`config.mk`:
```
export PLATFORM = sky130hd
export DESIGN_NAME = sct_cell
export DESIGN_NICKNAME = d
export VERILOG_FILES = /design/src/rtl/sct_pkg.sv /design/src/rtl/sct_cell.sv
export SDC_FILE = /design/constraint.sdc
export NUM_CORES = 1
export LEC_CHECK = 0
export BUFFER_PORTS_ARGS = -buffer_cell sky130_fd_sc_hd__buf_4
export CORE_MARGIN = 1
export CORE_UTILIZATION = 40
export DETAILED_ROUTE_END_ITERATION = 8
export PLACE_DENSITY_LB_ADDON = 0.1
export SLEW_MARGIN = 40
export SYNTH_ARGS = -nofsm -noshare
export SYNTH_HDL_FRONTEND = slang
export SYNTH_SLANG_ARGS = --single-unit
export TNS_END_PERCENT = 50
```
`constraint.sdc`:
```
create_clock -name i_clk -period 10.2 [get_ports i_clk]
set_input_delay 1.02 -clock i_clk [delete_from_list [all_inputs] [get_ports i_clk]]
set_output_delay 1.02 -clock i_clk [all_outputs]
set_load 0.03 [all_outputs]
```
`src/rtl/sct_pkg.sv`:
```
`timescale 1ns / 1ps

package sct_pkg;

    localparam int CAPACITY = 128;
    localparam int ID_W     = 29;
    localparam int MS_W     = 32;
    localparam int IDX_W    = (CAPACITY > 1) ? $clog2(CAPACITY) : 1;
    localparam int CNT_W    = $clog2(CAPACITY + 1);

    typedef enum logic [0:0] {
        ST_IDLE,
        ST_UPD
    } t_state;

    // broadcast to every cell during the update cycle
    typedef struct packed {
        logic            hit;
        logic            ins;
        logic [ID_W-1:0] key_id;
        logic [MS_W-1:0] now_ms;
    } t_cell_ctl;

    // per-cell compare outcome
    typedef struct packed {
        logic lt;
        logic eq;
        logic first;
    } t_cell_flags;

endpackage

```
`src/rtl/sct_cell.sv`:
```
`timescale 1ns / 1ps

module sct_cell import sct_pkg::*; (
    input  logic            i_clk,
    input  logic            i_valid,
    input  logic            i_load,
    input  logic [ID_W-1:0] i_key_id,
    input  t_cell_ctl       i_ctl,
    input  logic            i_prev_lt,
    input  logic [ID_W-1:0] i_prev_id,
    input  logic [MS_W-1:0] i_prev_seen,
    input  logic [MS_W-1:0] i_prev_dlt,
    output t_cell_flags     o_flags,
    output logic [MS_W-1:0] o_delta_hit,
    output logic [ID_W-1:0] o_id,
    output logic [MS_W-1:0] o_seen,
    output logic [MS_W-1:0] o_dlt
);

    logic [ID_W-1:0] r_id;
    logic [MS_W-1:0] r_seen;
    logic [MS_W-1:0] r_dlt;
    logic            r_lt;
    logic            r_eq;
    logic            w_first;
    logic [MS_W-1:0] w_delta;

    assign w_first = !r_lt && i_prev_lt;
    assign w_delta = i_ctl.now_ms - r_seen;

    // compare against the incoming identifier on accept
    always_ff @(posedge i_clk) begin
        if (i_load) begin
            r_lt <= i_valid && (r_id < i_key_id);
            r_eq <= i_valid && (r_id == i_key_id);
        end
    end

    always_ff @(posedge i_clk) begin
        if (i_ctl.hit) begin
            if (r_eq) begin
                r_seen <= i_ctl.now_ms;
                r_dlt  <= w_delta;
            end
        end else if (i_ctl.ins) begin
            if (w_first) begin
                r_id   <= i_ctl.key_id;
                r_seen <= i_ctl.now_ms;
                r_dlt  <= '0;
            end else if (!r_lt) begin
                // above the insertion point: take the neighbor's entry
                r_id   <= i_prev_id;
                r_seen <= i_prev_seen;
                r_dlt  <= i_prev_dlt;
            end
        end
    end

    assign o_flags.lt    = r_lt;
    assign o_flags.eq    = r_eq;
    assign o_flags.first = w_first;
    assign o_delta_hit   = r_eq ? w_delta : '0;
    assign o_id          = r_id;
    assign o_seen        = r_seen;
    assign o_dlt         = r_dlt;

endmodule

```
==> results.md <==
- The highest net fanout along the worst path is 4.
- The routed length per instance is roughly 17 µm.
- For this block, the initial DRC count from the detailed router was 238.
- The number of antenna diodes in the final layout is 0.
- The clock tree synthesis step divided the H-tree into 3 levels.
- The setup slack of the critical path after layout is 5680 ps.
- The number of distinct library cells after synthesis is between 60 and 70.
- The DRC violation count after routing is 0.
- Based on the critical path, the design can be clocked at up to between 200 and 250 MHz.
- The final setup violation count is 0.
- On the final layout, the worst hold slack is 803 ps.
- Entering global routing, the biggest net connects 46 pins.
- The sum of negative setup slack is 0 ps.
- The worst supply voltage drop on vdd is 0.0797 mV.
- In this run the clock root is driven by a clkbuf_16.
- The worst hold-check path type is register to register.
- The synthesized area per cell is 9.38 µm².
- At the placement stage, the worst setup path has a slack of 5680 ps.
- The critical path is of the input pin to primary output type.
- Setup repair after global routing left no endpoint under its margin.
- The required time at the worst-slack endpoint is 9180 ps.
- The clock latency on the worst-skew pair is 360 ps.
- After synthesis the cells add up to 6960 µm².
- CTS saw 95 sinks.
- 317 I/O pins were placed.
- The initial antenna violation count was 0.
- Once the floorplan was initialized, standard cells occupied 41.5% of the core.
- The worst setup path is launched from an input pin.
- The fraction of registers with async set/reset is 0%.
- After detailed routing, the number of vias per cell comes to 5.08.
- Global routing finished with a remaining overflow of 0.
- The clock tree from TritonCTS is built.
- After synthesis, flip-flops and latches occupy 41.0% of the total area.
- The area of all placed cells without fillers is just under 10000 µm².
- The number of synthesized flops with an enable pin is 95.
- The number of buffers added on ports is 316.
- The die covers roughly 18000 µm².
- For this run, the total global-route usage over all layers was measured as about a quarter.
- The placed instances occupy a cell area of 9520 µm².
- The sort of element at the end of the critical path is a primary output.
- The number of buffers inserted during clock tree synthesis is 9.
- The cell leakage power is approximately 4.7 nW.
- The wire length of the first global-routing pass is 32800 µm.
- The final number of max-transition violations came to 0.
- For this run, the detailed router's first-pass iteration total came to 5.
- The count of vias placed by the detailed router is 6409.
- The region available for standard cell placement spans 16800 µm².
- No sink is reached through more buffers than the 2 on the longest clock path.
- The number of gates resized after CTS was 0.
- The count of hold buffers inserted by post-cts repair is 0.
- The count of synthesis-stage warnings from yosys is 0.
- The number of rows in the core area is 47.
- The transition time at the pin with the least slew margin is 769 ps.
- The final total power is 1.30 mW.
- The flow ran to the end, and the final reports show no timing, DRC or antenna violations.
- The height of the chip is 134 µm.
- The net count of the finished layout is between 1000 and 1500.
- The cell count after synthesis came out at about 740.
- The worst path needs 4520 ps of the cycle, external delays included.
- The number of setup buffers added after CTS is 0.
- The fraction of the cycle the final worst path needs is 44.4%.
- The synthesized net count is 993.
- The count of nets left with antenna violations once routing finished came out at 0.
- The share of final-layout standard cells stronger than drive strength 1 is 36.9%.
- From synthesis to final layout, the design area changed by 41.4%.
- The final weighted congestion in routability-driven placement is approximately 0.96.
- The aggregate routed wire length is 21600 µm.
- Across the run, the number of max-cap violations was 0.
- The worst clock skew is 4.93 ps.
- The die is 134 µm wide.
- The relative max-transition margin is 48.8%.
- The via count of the first global-routing pass came to 6245.
- The HPWL reported at the end of detailed placement is about 17000 µm.
- The worst endpoint data arrival time is 3500 ps.
- The power density of the placed cells is 132 nW/µm².
- Among all flip-flop cells after synthesis, the most frequent one is edfxtp_1.
- The final count of hold timing violations is 0.
- The clock-pin slew on the worst setup and hold paths is 70 ps.
- The number of synthesized register bits is 95.
==> layer usage <==
metal  GRT usage, %  wire length, µm
met5              0                0
met4           9.03              487
met3           5.33             1660
met2           42.1            10600
met1           28.4             8850
==> worst paths after layout <==
check | endpoint | start | slack, ps | cells after the start
max | o_delta_hit[18] | i_ctl[0] | 5680 | 13
min | o_dlt[0] | o_seen[0] | 800 | 2
max reg2reg | o_seen[3] | r_lt | 7290 | 6
min reg2reg | o_dlt[0] | o_seen[0] | 800 | 2
==> cells by family (layout without fill, tap and decap cells) <==
group | Yosys count | in the layout | synth area share (%)
AND/OR/NAND/NOR | 256 | 256 | 17.2
XOR/XNOR | 28 | 28 | 3.52
AO/OA/AOI/OAI | 158 | 158 | 15.6
buffers and inverters | 111 | 411 | 6.29
adder cells (fa/ha/maj) | 62 | 62 | 11.3
flip-flops | 95 | 95 | 41.0
multiplexers | 32 | 32 | 5.16
==> final cells by class <==
class,instances,area (µm²)
Clock inverter,6,85.1
Tap cell,220,275
Fill cell,1540,6920
Timing Repair Buffer,322,2440
Clock buffer,10,229
Sequential cell,95,2850
Inverter,73,274
Multi-Input combinational cell,536,3680
==> flip-flops by register name, indices dropped and copies added, names as in the netlist <==
name	flops
o_dlt	32
o_seen	32
r_lt	1
r_eq	1
o_id	29
==> synth_stat cells, drive strengths merged, types with 7 or more instances <==
cell	instances	area, µm²
ha	61	763
mux2	31	349
a22o	19	166
buf	10	56.3
o21ai	32	164
edfxtp	95	2850
a21o	16	120
xor2	10	87.6
nand3	7	35.0
nand4	15	93.8
and2	31	196
nand2	139	522
o21a	8	60.1
xnor2	18	158
clkbuf	28	108
a21oi	47	254
inv	73	274
nor2	31	116
==> cells in the final DEF (no fill, tap or decap), types with 6 or more instances in the layout <==
cell type,n
ha_1,61
and2_1,30
nor3_1,6
o21a_1,8
xor2_1,10
a211oi_1,6
clkbuf_16,9
edfxtp_1,95
nand2_1,139
buf_4,321
nor2_1,30
o21bai_1,6
nand4_1,15
nand3_1,7
a22o_1,19
xnor2_1,18
inv_1,73
mux2_2,31
a21oi_1,44
o21ai_0,27
a21o_1,15
==> stage by stage <==
step                      util [%]  std cells
after floorplan                  -        742
after global placement        56.7       1245
after detailed placement      56.8       1246
after CTS                     58.7       1262
after global routing          58.7       1262
final                         58.7       1262
==> critical path, stage by stage <==
cell and delay, ps:
buf_4 110, inv_1 90, ha_1 150, inv_1 40
fa_1 400, a21oi_2 250, nor4b_4 100, o21ba_1 220
o21ai_1 160, or4b_1 470, xor2_1 170, and2_1 170
buf_4 160
==> power breakdown <==
part / leakage, nW / internal (mW) / switching, mW
logic: 3.69 / 0.194 / 0.257
clock network: 0.150 / 0.214 / 0.157
registers: 0.899 / 0.467 / 0.0108
Note: power is estimated with default switching activity, not from simulation.
